**src/sv/oltok_pkg.sv**
```systemverilog
package oltok_pkg;

   // Character codes the scanner reacts to.
   localparam logic [7:0] CH_EOS       = 8'h00;
   localparam logic [7:0] CH_TAB       = 8'h09;
   localparam logic [7:0] CH_NEWLINE   = 8'h0A;
   localparam logic [7:0] CH_SPACE     = 8'h20;
   localparam logic [7:0] CH_HASH      = 8'h23;
   localparam logic [7:0] CH_BACKSLASH = 8'h5C;

   // Field length counter width and response queue depth.
   localparam int LEN_W       = 8;
   localparam int RSPQ_DEPTH  = 4;
   localparam int RSPQ_PTR_W  = $clog2(RSPQ_DEPTH);
   localparam int RSPQ_LVL_W  = $clog2(RSPQ_DEPTH + 1);

   typedef enum logic [2:0] {
      MODE_LINE_START = 3'd0,
      MODE_COMMENT    = 3'd1,
      MODE_FIELD      = 3'd2,
      MODE_BLANKS     = 3'd3,
      MODE_ENDED      = 3'd4
   } scan_mode_type;

   typedef enum logic [2:0] {
      KIND_CHAR      = 3'd0,
      KIND_FIELD_END = 3'd1,
      KIND_EOL       = 3'd2,
      KIND_EOF       = 3'd3,
      KIND_OVERFLOW  = 3'd4
   } kind_type;

   typedef struct packed {
      kind_type   kind;
      logic [7:0] char_out;
      logic       last;
   } result_type;

   // Up to two results produced by one request, in order.
   typedef struct packed {
      logic [1:0] count;
      result_type first;
      result_type second;
   } step_type;

endpackage

```
**src/sv/oltok_scan.sv**
```systemverilog
module oltok_scan #(
   parameter int FIELD_BUFFER_BYTES = 128
) (
   input  logic               clock,
   input  logic               reset,
   input  logic               step_en,
   input  logic [7:0]         char_in,
   output oltok_pkg::step_type step
);
   import oltok_pkg::*;

   localparam logic [LEN_W-1:0] LIMIT = LEN_W'(FIELD_BUFFER_BYTES);

   scan_mode_type    mode_ff, mode_in;
   logic             esc_ff, esc_in;
   logic [LEN_W-1:0] len_ff, len_in;
   logic [LEN_W-1:0] len_inc;
   logic             blank;
   logic             take_char;

   // Scanner state registers.
   always_ff @(posedge clock) begin
      if (reset) begin
         mode_ff <= MODE_LINE_START;
         esc_ff  <= 1'b0;
         len_ff  <= '0;
      end else begin
         mode_ff <= mode_in;
         esc_ff  <= esc_in;
         len_ff  <= len_in;
      end
   end

   assign blank   = (char_in == CH_SPACE) || (char_in == CH_TAB);
   assign len_inc = len_ff + LEN_W'(1);

   // Next mode and the results of the current request.
   always_comb begin
      mode_in   = mode_ff;
      esc_in    = esc_ff;
      len_in    = len_ff;
      take_char = 1'b0;
      step      = '0;
      if (step_en) begin
         if ((mode_ff != MODE_LINE_START) && (mode_ff != MODE_COMMENT) &&
             (mode_ff != MODE_FIELD) && (mode_ff != MODE_BLANKS)) begin
            esc_in = 1'b0;
         end else if ((char_in == CH_BACKSLASH) && !esc_ff) begin
            esc_in = 1'b1;
         end else begin
            esc_in = 1'b0;
            unique case (mode_ff)
               MODE_LINE_START: begin
                  if (char_in == CH_EOS) begin
                     mode_in          = MODE_ENDED;
                     step.count       = 2'd1;
                     step.first.kind  = KIND_EOF;
                  end else if (blank || (char_in == CH_NEWLINE)) begin
                     mode_in = mode_ff;
                  end else if (char_in == CH_HASH) begin
                     mode_in = MODE_COMMENT;
                  end else begin
                     mode_in   = MODE_FIELD;
                     take_char = 1'b1;
                  end
               end
               MODE_COMMENT: begin
                  if (char_in == CH_EOS) begin
                     mode_in          = MODE_ENDED;
                     step.count       = 2'd1;
                     step.first.kind  = KIND_EOF;
                  end else if ((char_in == CH_NEWLINE) && !esc_ff) begin
                     mode_in = MODE_LINE_START;
                  end
               end
               MODE_FIELD: begin
                  if (blank) begin
                     len_in          = '0;
                     mode_in         = MODE_BLANKS;
                     step.count      = 2'd1;
                     step.first.kind = KIND_FIELD_END;
                  end else if (char_in == CH_NEWLINE) begin
                     len_in          = '0;
                     step.first.kind = KIND_FIELD_END;
                     if (esc_ff) begin
                        mode_in    = MODE_BLANKS;
                        step.count = 2'd1;
                     end else begin
                        mode_in          = MODE_LINE_START;
                        step.count       = 2'd2;
                        step.second.kind = KIND_EOL;
                     end
                  end else if (char_in == CH_EOS) begin
                     len_in           = '0;
                     mode_in          = MODE_ENDED;
                     step.count       = 2'd2;
                     step.first.kind  = KIND_FIELD_END;
                     step.second.kind = KIND_EOF;
                  end else begin
                     take_char = 1'b1;
                  end
               end
               MODE_BLANKS: begin
                  if (char_in == CH_EOS) begin
                     mode_in         = MODE_ENDED;
                     step.count      = 2'd1;
                     step.first.kind = KIND_EOF;
                  end else if (blank) begin
                     mode_in = mode_ff;
                  end else if (char_in == CH_NEWLINE) begin
                     if (!esc_ff) begin
                        mode_in = MODE_LINE_START;
                     end
                  end else begin
                     mode_in   = MODE_FIELD;
                     take_char = 1'b1;
                  end
               end
               default: begin
                  mode_in = mode_ff;
               end
            endcase

            // A field character either passes on or overflows the buffer.
            if (take_char) begin
               len_in     = len_inc;
               step.count = 2'd1;
               if (len_inc >= LIMIT) begin
                  mode_in         = MODE_ENDED;
                  step.first.kind = KIND_OVERFLOW;
               end else begin
                  step.first.kind     = KIND_CHAR;
                  step.first.char_out = char_in;
               end
            end
         end
      end
      // Mark the final result of this request.
      step.first.last  = (step.count == 2'd1);
      step.second.last = (step.count == 2'd2);
   end

endmodule

```
**src/sv/oltok_rspq.sv**
```systemverilog
module oltok_rspq (
   input  logic                  clock,
   input  logic                  reset,
   input  oltok_pkg::step_type   step,
   output logic                  room,
   output logic                  rsp_valid,
   input  logic                  rsp_ready,
   output oltok_pkg::result_type head
);
   import oltok_pkg::*;

   result_type              mem [RSPQ_DEPTH];
   logic [RSPQ_PTR_W-1:0]   wr_ptr_ff, wr_ptr_in;
   logic [RSPQ_PTR_W-1:0]   rd_ptr_ff, rd_ptr_in;
   logic [RSPQ_LVL_W-1:0]   level_ff, level_in;
   logic                    pop;

   assign pop       = rsp_valid && rsp_ready;
   assign rsp_valid = (level_ff != '0);
   assign room      = (level_ff <= RSPQ_LVL_W'(RSPQ_DEPTH - 2));
   assign head      = mem[rd_ptr_ff];

   // Pointer and fill level update.
   always_comb begin
      wr_ptr_in = wr_ptr_ff + RSPQ_PTR_W'(step.count);
      rd_ptr_in = rd_ptr_ff + RSPQ_PTR_W'(pop);
      level_in  = level_ff + RSPQ_LVL_W'(step.count) - RSPQ_LVL_W'(pop);
   end

   always_ff @(posedge clock) begin
      if (reset) begin
         wr_ptr_ff <= '0;
         rd_ptr_ff <= '0;
         level_ff  <= '0;
      end else begin
         wr_ptr_ff <= wr_ptr_in;
         rd_ptr_ff <= rd_ptr_in;
         level_ff  <= level_in;
      end
   end

   // Result storage, written one or two entries at a time.
   always_ff @(posedge clock) begin
      if (step.count != 2'd0) begin
         mem[wr_ptr_ff] <= step.first;
      end
      if (step.count == 2'd2) begin
         mem[wr_ptr_ff + RSPQ_PTR_W'(1)] <= step.second;
      end
   end

endmodule

```
**src/sv/obj_line_tokenizer_unit.sv**
```systemverilog
// Results of a request are written into a registered result queue and offered on the
// rsp_ side from there.
// Throughput: one request per cycle while req_ready is high; a request with two results is
// buffered in a four-entry result queue that holds req_ready low when fewer than two
// entries are free.
// Reset: synchronous; the scanner returns to line start and the result queue empties.
module obj_line_tokenizer_unit #(
   parameter int FIELD_BUFFER_BYTES = 128
) (
   input  logic                clock,
   input  logic                reset,
   input  logic                req_valid,
   output logic                req_ready,
   input  logic [7:0]          req_char_in,
   output logic                rsp_valid,
   input  logic                rsp_ready,
   output oltok_pkg::kind_type rsp_kind,
   output logic [7:0]          rsp_char_out,
   output logic                rsp_last
);
   import oltok_pkg::*;

   step_type   step;
   result_type head;
   logic       room;
   logic       req_fire;

   assign req_ready = room;
   assign req_fire  = req_valid && req_ready;

   // Character scanner.
   oltok_scan #(
      .FIELD_BUFFER_BYTES(FIELD_BUFFER_BYTES)
   ) u_scan (
      .clock   (clock),
      .reset   (reset),
      .step_en (req_fire),
      .char_in (req_char_in),
      .step    (step)
   );

   // Result queue.
   oltok_rspq u_rspq (
      .clock     (clock),
      .reset     (reset),
      .step      (step),
      .room      (room),
      .rsp_valid (rsp_valid),
      .rsp_ready (rsp_ready),
      .head      (head)
   );

   assign rsp_kind     = head.kind;
   assign rsp_char_out = head.char_out;
   assign rsp_last     = head.last;

   // A stalled request side means results are waiting.
   a_stall_has_data: assert property (@(posedge clock) disable iff (reset)
      !req_ready |-> rsp_valid)
      else $error("request side stalled with an empty result queue");

   // Only field characters carry a character.
   a_char_zero: assert property (@(posedge clock) disable iff (reset)
      rsp_valid && (rsp_kind != KIND_CHAR) |-> (rsp_char_out == 8'h00))
      else $error("non-character result carries a character");

   // End of file and overflow always close out their request.
   a_final_last: assert property (@(posedge clock) disable iff (reset)
      rsp_valid && ((rsp_kind == KIND_EOF) || (rsp_kind == KIND_OVERFLOW)) |-> rsp_last)
      else $error("end of file or overflow result not marked last");

   // End of line always follows a field end within the same request.
   a_eol_last: assert property (@(posedge clock) disable iff (reset)
      rsp_valid && (rsp_kind == KIND_EOL) |-> rsp_last)
      else $error("end of line result not marked last");

endmodule
```
**config.mk**
```make
export PLATFORM = sky130hd
export DESIGN_NAME = obj_line_tokenizer_unit
export DESIGN_NICKNAME = d
export VERILOG_FILES = /design/src/sv/oltok_pkg.sv /design/src/sv/oltok_scan.sv /design/src/sv/oltok_rspq.sv /design/src/sv/obj_line_tokenizer_unit.sv
export SDC_FILE = /design/constraint.sdc
export NUM_CORES = 1
export LEC_CHECK = 0
export BUFFER_PORTS_ARGS = -buffer_cell sky130_fd_sc_hd__buf_2
export CORE_UTILIZATION = 45
export CTS_CLUSTER_SIZE = 16
export DETAILED_ROUTE_END_ITERATION = 8
export SLEW_MARGIN = 20
export SYNTH_ARGS = -nofsm -noshare
export SYNTH_HDL_FRONTEND = slang
export SYNTH_HIERARCHICAL = 1
export SYNTH_SLANG_ARGS = --single-unit
```
**constraint.sdc**
```tcl
create_clock -name clock -period 4.1 [get_ports clock]
set_input_delay 0.82 -clock clock [delete_from_list [all_inputs] [get_ports clock]]
set_output_delay 0.82 -clock clock [all_outputs]
set_load 0.05 [all_outputs]
```
==> reports/results.tsv <==
stage	metric	value	unit
die	dieHeight	97.82	µm
timing	max_freq	319.5	MHz
yosys	ys_seq_area_share	44.09	%
worst_setup_path	path_class	in2reg	
cts	cts-root-buf	clkbuf_8	
yosys	yosysMostFrequentCell	edfxtp_1	
timing	fin_crit_sh	76.34	%
yosys	synthArstFlopShare	0	%
cts	cts_num_sinks	67	
detailed_routing	drt-pass1-iter-count	6	
worst_setup_path	arrival	3.22	ns
worst_setup_path	cp-startpoint	req_char_in[1]	
cts	cts_buffer_depth	2	
yosys	synth_compound_area_share	6.632	%
worst_setup_path	regToRegSetupSlack	1.13	ns
cts	cts_resized	0	
yosys	synth_top_area_share	34.89	%
yosys	synth_xor_area_share	1.514	%
yosys	yosys.area_share.simple	16.11	%
cts	cts_buffers	9	
yosys	post_synth.cell_area_avg	13.33	µm²
timing	period_minus_slack	3.130	ns
status	violations	DRC	
timing	worstMarginPinSlew	0.9350	ns
worst_setup_path	worst-path-max-fanout	11	
yosys	yosysWarnings	6	
die	dieArea	9568	µm²
finish	insertedDiodeCount	0	
yosys	synth_area	4131	µm²
detailed_routing	antenna_left	0	
detailed_routing	wire_per_inst	17.24	µm
global_routing	grtUsageTotal	17.78	%
timing	grt_setup_unrepaired	no	
global_routing	grt_pass1_wl	12750	µm
global_routing	antenna_found_initial	0	
die	start_util	46.92	%
timing	fin_skew	0.008010	ns
placement	dpl.hpwl	5686	µm
cts	clkTransAtPathRegs	0.07	ns
worst_setup_path	endpoint_kind	flip-flop	
die	io_pins	26	
finish	layout.nets	361	
detailed_routing	drtIter0Drc	119	
die	row_count	34	
yosys	synth.area.top_cells	edfxtp_1 35%, mux2_4 10%, dfxtp_1 9.2%	
finish	drive_gt1_share	34.96	%
detailed_routing	dr_total_vias	2524	
cts	cts_max_level	3	
global_routing	grt_overflow	0	
global_routing	grt_max_degree	29	
placement	place_inst	441	
timing	slew_headroom	37.58	%
cts	ctsHoldBuffers	0	
yosys	post_synth_fa_ha_maj_area_fraction	1.696	%
worst_setup_path	critical_path_required	4.19	ns
timing	setup_viol	0	
power_and_ir_drop	ir_drop	217.0	µV
detailed_routing	wl	7880	µm
timing	setup_total_negative_slack	0	ns
detailed_routing	drc	4	
timing	hold_viol	0	
min_path	min_path_cells	2	
yosys	synth_ff_type	edfxtp_1	
yosys	synth_cells	310	
global_routing	grt_pass1_vias	2409	
finish	final_cells	457	
yosys	synth_cell_types	65	
yosys	synth_edf_count	48	
finish	area_delta_synth_final	9.540	%
worst_setup_path	r2r-start	u_scan/mode_ff[1]$_SDFFE_PP0P_	
worst_setup_path	rr_worst_depth	7	
cts	cts_tree	built	
cts	insertion_delay	0.34	ns
yosys	yosys.area.top_type	edfxtp_1	
yosys	synth_commonest_cells	48 x edfxtp_1, 28 x mux2_4, 21 x nor2_1	
yosys	ys_ff_latch	67	
power_and_ir_drop	p_leak	1.738	nW
placement	gp_congestion	0.8660	
min_path	hp-class	reg2reg	
min_path	min_from	u_scan/len_ff[7]$_SDFFE_PP0P_	
yosys	muxShareOfSynthArea	24.41	%
cts	post_cts_buffers	0	
die	core	8806	µm²
yosys	synth_top_family_by_area	multiplexers	
timing	slew_viol_final	0	
flow_run	cap_violations	0	
detailed_routing	viasPerCell	5.523	
status	status	finished, violations left	
die	die_w	97.82	µm
worst_setup_path	worstSetupStartpointType	primary input	
power_and_ir_drop	power_density	519.9	nW/µm²
placement	port-buffer-count	25	
==> cell families (layout without fill, tap and decap cells) <==
logic type               Yosys count  after routing
multiplexers                      69             69
AND/OR/NAND/NOR                   98             98
adder cells (fa/ha/maj)            5              5
XOR/XNOR                           4              4
buffers and inverters             31             62
flip-flops                        67             67
AO/OA/AOI/OAI                     35             35
other                              1              9
==> report_power, final <==
| group | internal (W) | switching, W | leakage, nW | total (W) |
|---|---|---|---|---|
| clock network | 0.000278 | 0.000250 | 0.0966 | 0.000528 |
| registers | 0.000843 | 0.0000939 | 0.602 | 0.000937 |
| logic | 0.000364 | 0.000525 | 1.04 | 0.000888 |
| total | 0.00148 | 0.000868 | 1.74 | 0.00235 |
==> state kept, by name, summed over array words and instances, names as in the netlist <==
name and count:
u_rspq/rd_ptr_ff 2, u_rspq/wr_ptr_ff 2, u_scan/mode_ff 3, u_rspq/level_ff 3, u_scan/esc_ff 1, u_scan/len_ff 8
u_rspq/mem 48
==> worst max-delay path: stages <==
cell      delay [ns]
buf_2           0.19
and4bb_1        0.26
nand4_4         0.16
nand2_2         0.07
nand4b_1        0.29
nor2_1          0.16
buf_4           0.18
nor4b_4         0.44
buf_4           0.28
mux2_1          0.35
==> stage by stage <==
stage	setup slack [ns]	hold slack (ns)	total power (W)	util (%)	area, µm²
5_1_grt	0.8478	0.5215	0.002483	51.39	4526
3_3_place_gp	0.6444	0.4812	0.001836	49.20	4333
4_1_cts	1.011	0.5066	0.002383	51.39	4526
3_5_place_dp	0.6272	0.4929	0.001847	49.20	4333
2_1_floorplan	0.3368	0.4659	0.001656	-	4167
6_report	0.9699	0.5021	0.002353	51.39	4526
==> metal layers <==
metal  track usage, %  up-vias  share of wire, %
li1                 -     1244                 -
met1            23.44     1228                48
met2            28.31       44                47
met3            4.366        8               3.3
met4            6.993        0               1.4
met5                0        -                 0
==> worst paths after layout <==
check / endpoint
min reg2reg: u_scan/len_ff[7]$_SDFFE_PP0P_
max reg2reg: u_rspq/mem[1][1]$_DFFE_PP_
min: u_scan/len_ff[7]$_SDFFE_PP0P_
max: u_rspq/mem[1][1]$_DFFE_PP_
==> cell usage in the layout, fill, tap and decap left out, types with 5 or more instances in the layout <==
cell type,netlist,layout
mux2_1,10,10
and2_1,10,10
a21oi_1,9,9
mux2i_1,7,7
mux2_4,28,28
mux4_2,12,12
nand3_1,9,9
dfxtp_1,19,19
buf_4,11,14
inv_1,7,7
nor2b_1,10,10
nor2_1,21,21
clkbuf_8,0,9
or3b_1,5,5
conb_1,1,9
edfxtp_1,48,48
mux2_2,12,12
buf_2,5,25
a211oi_1,5,5
nand3b_1,7,7
==> final cells by class <==
| type | count | area [µm²] |
|---|---|---|
| Fill cell | 772 | 4280 |
| Multi-Input combinational cell | 220 | 2120 |
| Sequential cell | 67 | 1822 |
| Timing Repair Buffer | 39 | 230.2 |
| Tap cell | 108 | 135.1 |
| Clock buffer | 9 | 123.9 |
| Clock inverter | 7 | 68.82 |
| Inverter | 7 | 26.28 |
No activity file was read; power rests on OpenSTA's default activity.
